--- config.mk ---
export PLATFORM = sky130hd
export DESIGN_NAME = motor_command_byte_decoder
export DESIGN_NICKNAME = d
export VERILOG_FILES = /design/src/design/mcbd_pkg.sv /design/src/design/motor_command_byte_decoder.sv /design/src/design/mcbd_cfg_regs.sv /design/src/design/mcbd_decode.sv /design/src/design/mcbd_out_skid.sv
export SDC_FILE = /design/constraint.sdc
export NUM_CORES = 1
export LEC_CHECK = 0
export BUFFER_PORTS_ARGS = -buffer_cell sky130_fd_sc_hd__buf_2
export CAP_MARGIN = 15
export CORE_MARGIN = 3
export CORE_UTILIZATION = 50
export CTS_CLUSTER_DIAMETER = 200
export DETAILED_ROUTE_END_ITERATION = 10
export HOLD_SLACK_MARGIN = 0.03
export PLACE_DENSITY = 0.69
export SETUP_SLACK_MARGIN = 0.05
export SYNTH_ARGS = -nofsm -noshare
export SYNTH_HDL_FRONTEND = slang
export SYNTH_SLANG_ARGS = --single-unit
--- constraint.sdc ---
create_clock -name clk -period 4.82 [get_ports clk]
set_clock_uncertainty 0.05 [all_clocks]
set_input_delay 1.205 -clock clk [delete_from_list [all_inputs] [get_ports clk]]
set_output_delay 1.205 -clock clk [all_outputs]
set_load 0.1 [all_outputs]
--- src/design/mcbd_pkg.sv ---
// Shared types, constants and wheel drive functions of the motor command byte decoder.
`default_nettype none

package mcbd_pkg;

    // Period of the PWM timers; a channel at rest matches at this value.
    localparam int PWM_PERIOD = 256;

    // Field widths.
    localparam int BYTE_W  = 8;
    localparam int MATCH_W = $clog2(PWM_PERIOD + 1);
    localparam int HIST_DEPTH = 3;

    // Width of the drive level arithmetic, wide enough for the period and twice a magnitude.
    localparam int CALC_W = ($clog2(PWM_PERIOD) + 2 > 10) ? $clog2(PWM_PERIOD) + 2 : 10;

    // Stream and configuration port widths.
    localparam int S_TDATA_W = 8;
    localparam int M_TDATA_W = ((4 * MATCH_W + 7) / 8) * 8;
    localparam int M_TUSER_W = 3;
    localparam int CFG_IDX_W = 3;
    localparam int CFG_DATA_W = 8;

    // Configuration register indexes.
    typedef enum logic [CFG_IDX_W-1:0] {
        REG_END_CODE     = 3'd0,
        REG_ENGINES_CODE = 3'd1,
        REG_SYNC_CODE    = 3'd2,
        REG_TEST_CODE    = 3'd3,
        REG_DIR_MASK     = 3'd4
    } cfg_reg_t;

    localparam logic [BYTE_W-1:0] DIR_MASK_RESET = 8'h80;

    // Match value of a channel that is not driven.
    localparam logic [MATCH_W-1:0] MATCH_FULL = MATCH_W'(PWM_PERIOD);

    // Configuration register contents.
    typedef struct packed {
        logic [BYTE_W-1:0] end_code;
        logic [BYTE_W-1:0] engines_code;
        logic [BYTE_W-1:0] sync_code;
        logic [BYTE_W-1:0] test_code;
        logic [BYTE_W-1:0] dir_mask;
    } cfg_t;

    // One result item.
    typedef struct packed {
        logic               engines_seen;
        logic               sync_request;
        logic               test_request;
        logic [MATCH_W-1:0] right_a_match;
        logic [MATCH_W-1:0] right_b_match;
        logic [MATCH_W-1:0] left_a_match;
        logic [MATCH_W-1:0] left_b_match;
    } result_t;

    // Match values of the two channels of one wheel.
    typedef struct packed {
        logic [MATCH_W-1:0] a;
        logic [MATCH_W-1:0] b;
    } wheel_t;

    // Period less twice the magnitude, saturated at zero.
    function automatic logic [MATCH_W-1:0] drive_level(input logic [BYTE_W-1:0] mag);
        logic [CALC_W-1:0] twice;
        logic [CALC_W-1:0] period;
        logic [CALC_W-1:0] diff;
        twice  = CALC_W'({mag, 1'b0});
        period = CALC_W'(PWM_PERIOD);
        diff   = (twice >= period) ? '0 : period - twice;
        return diff[MATCH_W-1:0];
    endfunction

    // Channel match values for one wheel drive byte.
    function automatic wheel_t wheel_drive(input logic [BYTE_W-1:0] w,
                                           input logic [BYTE_W-1:0] mask);
        wheel_t            res;
        logic [BYTE_W-1:0] mag;
        mag = w & ~mask;
        if ((w & mask) != '0)
        begin
            res.a = drive_level(mag);
            res.b = MATCH_FULL;
        end
        else
        begin
            res.a = MATCH_FULL;
            res.b = drive_level(mag);
        end
        return res;
    endfunction

endpackage

`default_nettype wire

--- src/design/motor_command_byte_decoder.sv ---
// Top level of the motor command byte decoder.
//
// Received serial bytes enter on the s_ stream, one byte per request in s_tdata.
// Every byte gives one result request on the m_ stream: m_tuser holds the
// engines, sync and test flags, and m_tdata the four PWM match values held
// after that byte, which change only when an engines command completes.
// Configuration is written through cfg_we, cfg_index and cfg_wdata while the
// stream is idle; indexes beyond the dir_mask register are ignored.
// A taken byte has its result registered in the output register, or in the skid
// stage under back-pressure. Throughput is one byte per cycle while m_tready holds,
// set by the single pass of compare logic between byte history and output register.
// When the receiver stalls, one more byte is taken into the skid stage; then
// s_tready drops until m_tready rises again, and no request is lost.
// Reset clears the byte history, sets all match values to the PWM period,
// clears the codes, sets dir_mask to its top bit and empties the output.
`default_nettype none

module motor_command_byte_decoder
    import mcbd_pkg::*;
(
    input  wire logic                  clk,
    input  wire logic                  rst_n,
    input  wire logic                  s_tvalid,
    output logic                       s_tready,
    input  wire logic [S_TDATA_W-1:0]  s_tdata,   // [7:0] rx_byte
    output logic                       m_tvalid,
    input  wire logic                  m_tready,
    // [8:0] right_a_match, [17:9] right_b_match, [26:18] left_a_match,
    // [35:27] left_b_match, rest zero
    output logic [M_TDATA_W-1:0]       m_tdata,
    // [0] engines_seen, [1] sync_request, [2] test_request
    output logic [M_TUSER_W-1:0]       m_tuser,
    input  wire logic                  cfg_we,
    input  wire logic [CFG_IDX_W-1:0]  cfg_index,
    input  wire logic [CFG_DATA_W-1:0] cfg_wdata
);

    cfg_t    cfg;
    result_t dec_result;
    result_t out_result;
    logic    push;

    assign push = s_tvalid && s_tready;

    mcbd_cfg_regs u_cfg_regs (
        .clk       (clk),
        .rst_n     (rst_n),
        .cfg_we    (cfg_we),
        .cfg_index (cfg_index),
        .cfg_wdata (cfg_wdata),
        .cfg       (cfg)
    );

    mcbd_decode u_decode (
        .clk     (clk),
        .rst_n   (rst_n),
        .cfg     (cfg),
        .push    (push),
        .rx_byte (s_tdata[BYTE_W-1:0]),
        .result  (dec_result)
    );

    mcbd_out_skid u_out_skid (
        .clk        (clk),
        .rst_n      (rst_n),
        .push       (push),
        .in_result  (dec_result),
        .in_ready   (s_tready),
        .out_valid  (m_tvalid),
        .out_ready  (m_tready),
        .out_result (out_result)
    );

    // Pack the result onto the stream, first field in the lowest bits.
    assign m_tdata = M_TDATA_W'({out_result.left_b_match, out_result.left_a_match,
                                 out_result.right_b_match, out_result.right_a_match});
    assign m_tuser = {out_result.test_request, out_result.sync_request,
                      out_result.engines_seen};

endmodule

`default_nettype wire

--- src/design/mcbd_cfg_regs.sv ---
// Configuration register file of the motor command byte decoder.
`default_nettype none

module mcbd_cfg_regs
    import mcbd_pkg::*;
(
    input  wire logic                  clk,
    input  wire logic                  rst_n,
    input  wire logic                  cfg_we,
    input  wire logic [CFG_IDX_W-1:0]  cfg_index,
    input  wire logic [CFG_DATA_W-1:0] cfg_wdata,
    output cfg_t                       cfg
);

    cfg_t cfg_reg;
    cfg_t cfg_next;

    // Select the register that a write addresses; other indexes are ignored.
    always_comb
    begin
        cfg_next = cfg_reg;
        if (cfg_we)
        begin
            unique case (cfg_index)
                REG_END_CODE:     cfg_next.end_code     = cfg_wdata[BYTE_W-1:0];
                REG_ENGINES_CODE: cfg_next.engines_code = cfg_wdata[BYTE_W-1:0];
                REG_SYNC_CODE:    cfg_next.sync_code    = cfg_wdata[BYTE_W-1:0];
                REG_TEST_CODE:    cfg_next.test_code    = cfg_wdata[BYTE_W-1:0];
                REG_DIR_MASK:     cfg_next.dir_mask     = cfg_wdata[BYTE_W-1:0];
                default:          cfg_next = cfg_reg;
            endcase
        end
    end

    // Register storage.
    always_ff @(posedge clk or negedge rst_n)
    begin
        if (!rst_n)
        begin
            cfg_reg.end_code     <= '0;
            cfg_reg.engines_code <= '0;
            cfg_reg.sync_code    <= '0;
            cfg_reg.test_code    <= '0;
            cfg_reg.dir_mask     <= DIR_MASK_RESET;
        end
        else
        begin
            cfg_reg <= cfg_next;
        end
    end

    assign cfg = cfg_reg;

endmodule

`default_nettype wire

--- src/design/mcbd_decode.sv ---
// Byte history, command matching and PWM match state of the motor command byte decoder.
`default_nettype none

module mcbd_decode
    import mcbd_pkg::*;
(
    input  wire logic              clk,
    input  wire logic              rst_n,
    input  wire cfg_t              cfg,
    input  wire logic              push,
    input  wire logic [BYTE_W-1:0] rx_byte,
    output result_t                result
);

    logic [BYTE_W-1:0]  hist_reg  [HIST_DEPTH];
    logic [BYTE_W-1:0]  hist_next [HIST_DEPTH];
    logic [MATCH_W-1:0] right_a_reg, right_b_reg, left_a_reg, left_b_reg;
    logic [MATCH_W-1:0] right_a_next, right_b_next, left_a_next, left_b_next;
    logic               is_end;
    logic               eng;
    logic               syn;
    logic               tst;
    wheel_t             right_drive;
    wheel_t             left_drive;

    // Pattern matching; engines takes priority over sync, and sync over test.
    always_comb
    begin
        is_end = (rx_byte == cfg.end_code);
        eng    = is_end && (hist_reg[2] == cfg.engines_code);
        syn    = is_end && !eng && (hist_reg[0] == cfg.sync_code);
        tst    = is_end && !eng && !syn && (hist_reg[0] == cfg.test_code);
    end

    // Wheel drives: one byte back is the right wheel, two back the left.
    assign right_drive = wheel_drive(hist_reg[0], cfg.dir_mask);
    assign left_drive  = wheel_drive(hist_reg[1], cfg.dir_mask);

    // Next history and match values for the byte being taken.
    always_comb
    begin
        hist_next    = hist_reg;
        right_a_next = right_a_reg;
        right_b_next = right_b_reg;
        left_a_next  = left_a_reg;
        left_b_next  = left_b_reg;
        if (push)
        begin
            priority if (eng)
            begin
                hist_next[0] = '0;
                hist_next[1] = '0;
                hist_next[2] = '0;
                right_a_next = right_drive.a;
                right_b_next = right_drive.b;
                left_a_next  = left_drive.a;
                left_b_next  = left_drive.b;
            end
            else if (syn || tst)
            begin
                hist_next[0] = '0;
                hist_next[1] = '0;
                hist_next[2] = hist_reg[1];
            end
            else
            begin
                hist_next[0] = rx_byte;
                hist_next[1] = hist_reg[0];
                hist_next[2] = hist_reg[1];
            end
        end
    end

    // State registers.
    always_ff @(posedge clk or negedge rst_n)
    begin
        if (!rst_n)
        begin
            for (int i = 0; i < HIST_DEPTH; i++)
            begin
                hist_reg[i] <= '0;
            end
            right_a_reg <= MATCH_FULL;
            right_b_reg <= MATCH_FULL;
            left_a_reg  <= MATCH_FULL;
            left_b_reg  <= MATCH_FULL;
        end
        else
        begin
            hist_reg    <= hist_next;
            right_a_reg <= right_a_next;
            right_b_reg <= right_b_next;
            left_a_reg  <= left_a_next;
            left_b_reg  <= left_b_next;
        end
    end

    // Result of the byte being taken, showing the match values held after it.
    always_comb
    begin
        result.engines_seen  = eng;
        result.sync_request  = syn;
        result.test_request  = tst;
        result.right_a_match = right_a_next;
        result.right_b_match = right_b_next;
        result.left_a_match  = left_a_next;
        result.left_b_match  = left_b_next;
    end

    // At most one command completes on a byte.
    assert property (@(posedge clk) disable iff (!rst_n) $onehot0({eng, syn, tst}))
        else $error("more than one command matched on one byte");

    // An engines command leaves the whole history cleared.
    assert property (@(posedge clk) disable iff (!rst_n)
        push && eng |=> hist_reg[0] == '0 && hist_reg[1] == '0 && hist_reg[2] == '0)
        else $error("history not cleared after engines command");

    // Sync and test clear the two newest history bytes.
    assert property (@(posedge clk) disable iff (!rst_n)
        push && (syn || tst) |=> hist_reg[0] == '0 && hist_reg[1] == '0)
        else $error("history not cleared after sync or test command");

endmodule

`default_nettype wire

--- src/design/mcbd_out_skid.sv ---
// Output register with skid stage of the motor command byte decoder.
`default_nettype none

module mcbd_out_skid
    import mcbd_pkg::*;
(
    input  wire logic    clk,
    input  wire logic    rst_n,
    input  wire logic    push,
    input  wire result_t in_result,
    output logic         in_ready,
    output logic         out_valid,
    input  wire logic    out_ready,
    output result_t      out_result
);

    logic    out_valid_reg, out_valid_next;
    logic    skid_valid_reg, skid_valid_next;
    result_t out_reg, out_next;
    result_t skid_reg, skid_next;
    logic    advance;

    // The output register may take new data when empty or being drained.
    assign advance  = !out_valid_reg || out_ready;
    assign in_ready = !skid_valid_reg;

    // Move requests through the output register and the skid stage.
    always_comb
    begin
        out_valid_next  = out_valid_reg;
        skid_valid_next = skid_valid_reg;
        out_next        = out_reg;
        skid_next       = skid_reg;
        if (advance)
        begin
            priority if (skid_valid_reg)
            begin
                out_next        = skid_reg;
                out_valid_next  = 1'b1;
                skid_valid_next = 1'b0;
            end
            else if (push)
            begin
                out_next       = in_result;
                out_valid_next = 1'b1;
            end
            else
            begin
                out_valid_next = 1'b0;
            end
        end
        else if (push)
        begin
            skid_next       = in_result;
            skid_valid_next = 1'b1;
        end
    end

    // Control flags are reset; payload is not.
    always_ff @(posedge clk or negedge rst_n)
    begin
        if (!rst_n)
        begin
            out_valid_reg  <= 1'b0;
            skid_valid_reg <= 1'b0;
        end
        else
        begin
            out_valid_reg  <= out_valid_next;
            skid_valid_reg <= skid_valid_next;
        end
    end

    always_ff @(posedge clk)
    begin
        out_reg  <= out_next;
        skid_reg <= skid_next;
    end

    assign out_valid  = out_valid_reg;
    assign out_result = out_reg;

    // The skid stage only fills behind a full output register.
    assert property (@(posedge clk) disable iff (!rst_n) skid_valid_reg |-> out_valid_reg)
        else $error("skid stage full while output register empty");

    // After a request is taken, the output register always holds a valid request in the next cycle.
    assert property (@(posedge clk) disable iff (!rst_n) push |=> out_valid_reg)
        else $error("request lost after acceptance");

endmodule

`default_nettype wire

==> results by stage <==
STA:
- Setup repair after global routing left no endpoint under its margin.
- After layout, the worst setup slack is ~1400 ps.
- In the final timing run, aggregate negative setup slack is 0 ps.
- The achievable clock frequency is a little under 300 MHz.
- Setup violations remaining at the end of the flow were counted as 0.
- The clock period could shrink to approximately 3400 ps.
- The final worst hold slack is roughly 450 ps.
- The portion of the clock cycle consumed by the worst path in the final layout is 70.9%.
- The number of pins exceeding their max-slew limit in the final report is 0.
- The pin slew with the least headroom to its limit is ~1200 ps.
- The count of final hold-check violations is 0.
- In this run the tightest slew margin relative to its limit is a little under a quarter.

Logic synthesis:
- The synthesis warning total is 0.
- The register area share after synthesis is between 60% and 70%.
- The share of synthesized registers carrying an async set or reset is 56.7%.
- The per-instance average area after synthesis is 11.8 um2.
- Yosys mapped a number of flops with a built-in enable equal to about 80.
- Synthesis produced just under 700 cells.
- Sorting the synthesized cells by area gives the leading types as dfrtp_1, edfxtp_1, mux2_2.
- The most frequently used flop master after synthesis is dfrtp_1.
- After synthesis, the netlist uses approximately 50 different library cells.
- The leading area contributor after synthesis is dfrtp_1.
- The flip-flop and latch count after synthesis is 180.
- Summing every instance area after synthesis gives ~8000 um2.
- The fraction of post-synthesis cell area in the top cell type by area is between 30% and 40%.

Placed design:
- The worst setup timing slack at the placement stage is between 1000 and 1500 ps.
- Port buffering added between 60 and 70 buffers.
- The weighted congestion at the end of routability-driven global placement is about 0.8.
- The wire-length estimate of the detail-placed layout is ~12000 um.
- In this run the cell area measured after placement is around 8600 um2.
- Once placement completed, the tool counted placed cells totaling between 900 and 1000.

Finish:
- With fillers left out, the area of the finished cells amounts to approximately 9200 um2.
- At the end of the flow the core is filled with cells to roughly three fifths.
- The number of fill cells is about 1300.
- The number of nets at the end of the flow is around 770.
- The register with the most flip-flops in the layout has 40 of them.
- The share of post-route cells with drive strength above 1 is between 20 and 25%.
- The count of cells in the finished layout, fillers not included, comes to around 970.
- The area growth from synthesis to layout is 14.3%.
- The number of antenna diodes in the final layout is 0.

Drt:
- The pre-antenna-repair detailed-routing pass consisted of 6 iterations.
- Summed over all layers, the routed wires come to approximately 19000 um.
- The residual DRC count is 0.
- After detailed routing, the average wire length per cell comes to just under 20 um.
- For this block, the initial DRC count from the detailed router was roughly 460.
- The number of nets still failing antenna checks after routing is 0.
- The via count is between 5000 and 6000.
- The average via count per standard cell is between 5 and 6.

Critical path:
- At the worst endpoint, the arrival time is between 3000 and 4000 ps.
- The worst path required time is 5000 ps.
- The sort of element at the start of the critical path is an input port.
- The signal on the critical path passes through buf_2 > xor2_1 > nor4_1 > nand4_1 > inv_1 > nand2_1 > buf_4 > o31ai_1.
- The largest stage delay on the critical path is roughly 600 ps.
- The type of the setup path with the least slack is input port to register.
- The maximum fanout along the worst path is 21.
- The kind of end point of the critical path is a register.
- The worst setup slack for register-to-register paths is about 1800 ps.
- The category of cells accounting for the largest share of critical-path delay is simple AND/OR/NAND/NOR gates.
- Together, buffers and inverters on the worst path number 3.
- The cell type of the slowest stage on the worst timing path is nor4_1.

Global routing:
- The initial antenna violation count is 0.
- The via count of the first global-routing pass is 5674.
- The first global-routing pass estimated 30300 um of wire.
- Global routing used 21.8% of the available tracks.
- For this run the aggregate overflow at the end of global routing stands at 0.
- Entering global routing, the biggest net connects 81 pins.

Pwr:
- For this design the ratio of total power to cell area is 451 nW/um2.
- Summed over all cells, the static leakage comes to 3.77 nW.
- The total design power is between 4 and 5 mW.
- The largest vdd supply drop is 0.000244 V.

Clock network:
- Clock tree synthesis inserted a total of 17 buffers.
- The number of hold buffers added after CTS was 0.
- Gates resized during post-CTS repair numbered 0.
- In this run the clock root is driven by a clkbuf_16.
- The number of clock sinks is 180.
- In this run the post-CTS setup repair buffer count came out at 0.
- The number of H-tree levels is 4.
- TritonCTS built the clock tree.
- The deepest clock path buffer count is 2.
- After clock tree synthesis, the clock-pin slew on the worst setup and hold paths is ~70 ps.
- For the worst-skew pair, the clock arrives at the later sink with an insertion delay of around 430 ps.

Die:
- The horizontal extent of the die is about 130 um.
- The floorplan step set the die height to about 130 um.
- Once the floorplan was initialized, standard cells occupied between 50% and 60% of the core.
- The die covers 17600 um2.
- The core region is ~15000 um2.
- The initialized floorplan defines 45 standard-cell rows.
- The I/O pin count is 69.

Hold path:
- The worst hold path belongs to the class register to register.

Job:
- The number of max-cap violations is 0.

Outcome:
- The run finished with clean final reports.
==> cell families (layout without fill, tap and decap cells) <==
group                    count (synthesis)  in the layout  synth area share [%]
other                                    1              4                0.0467
XOR/XNOR                                36             36                  3.93
adder cells (fa/ha/maj)                  4              4                 0.623
multiplexers                            45             45                  6.31
buffers and inverters                   56            124                  2.80
AND/OR/NAND/NOR                        202            202                  12.2
flip-flops                             180            180                  61.0
AO/OA/AOI/OAI                          159            159                  13.0
==> cell type report <==
class,count,area [um2],share of cell area [%]
repair buffers,80,443,4.83
inverters,12,45.0,0.491
clock inverters,14,163,1.77
well taps,211,264,2.88
clock buffers,18,429,4.68
flip-flops and latches,180,4900,53.4
multi-input cells,450,2930,32.0
==> report_power, final <==
part	switching (mW)	internal (mW)	total [mW]
logic	0.606	0.258	0.864
clock network	0.574	0.811	1.38
registers	0.127	1.76	1.89
total	1.31	2.83	4.14
==> cells in the mapped netlist (all sizes together) (2+ instances only) <==
cell type,number
dfrtp,97
nand2,91
edfxtp,78
o21ai,70
mux2,45
clkbuf,38
xor2,34
nor2,24
a31oi,16
nand3,15
nor4,15
o211ai,13
o31ai,13
inv,12
nand2b,12
nor2b,11
nor3,11
a22o,10
o311ai,9
or4,7
a2bb2oi,6
buf,6
nand4,6
dfstp,5
a32o,4
ha,4
a21boi,3
a21oi,3
nor3b,3
a21o,2
a41oi,2
o21a,2
o311a,2
o31a,2
or3,2
xnor2,2
==> layer usage <==
| metal | track usage [%] | up-vias | part of all wire, % |
|---|---|---|---|
| met5 | 0 | - | 0 |
| li1 | - | 2626 | - |
| met2 | 36.0 | 178 | 50 |
| met1 | 29.1 | 2813 | 44 |
| met4 | 7.33 | 0 | 1.8 |
| met3 | 4.30 | 30 | 4.7 |
==> final timing paths <==
path | startpoint | endpoint | cells after the start
max in group asynchronous | rst_n | u_cfg_regs.cfg[15] | 2
worst max-delay path | s_tdata[4] | u_out_skid.skid_reg[1] | 8
worst max register to register | u_cfg_regs.cfg[25] | u_out_skid.skid_reg[1] | 7
worst min-delay path | u_decode.right_b_reg[2] | u_decode.right_b_reg[2] | 1
worst min register to register | u_decode.right_b_reg[2] | u_decode.right_b_reg[2] | 1
min in group asynchronous | rst_n | u_cfg_regs.cfg[24] | 1
==> layout by cell type (no fill, tap or decap), types with 5 or more instances in the layout <==
cell type / count
clkbuf_16: 17
inv_1: 12
a2bb2oi_1: 6
nor3_1: 11
buf_4: 17
or4_1: 6
a31oi_1: 16
a22o_1: 10
o211ai_1: 13
nand4_1: 6
nand3_1: 15
nand2b_1: 12
o21ai_0: 70
xor2_1: 34
dfrtp_1: 97
nand2_1: 91
mux2_2: 45
buf_2: 63
nor4_1: 14
dfstp_2: 5
o311ai_0: 7
edfxtp_1: 78
nor2_1: 22
o31ai_1: 13
nor2b_1: 11
Note: power is estimated with default switching activity, not from simulation.
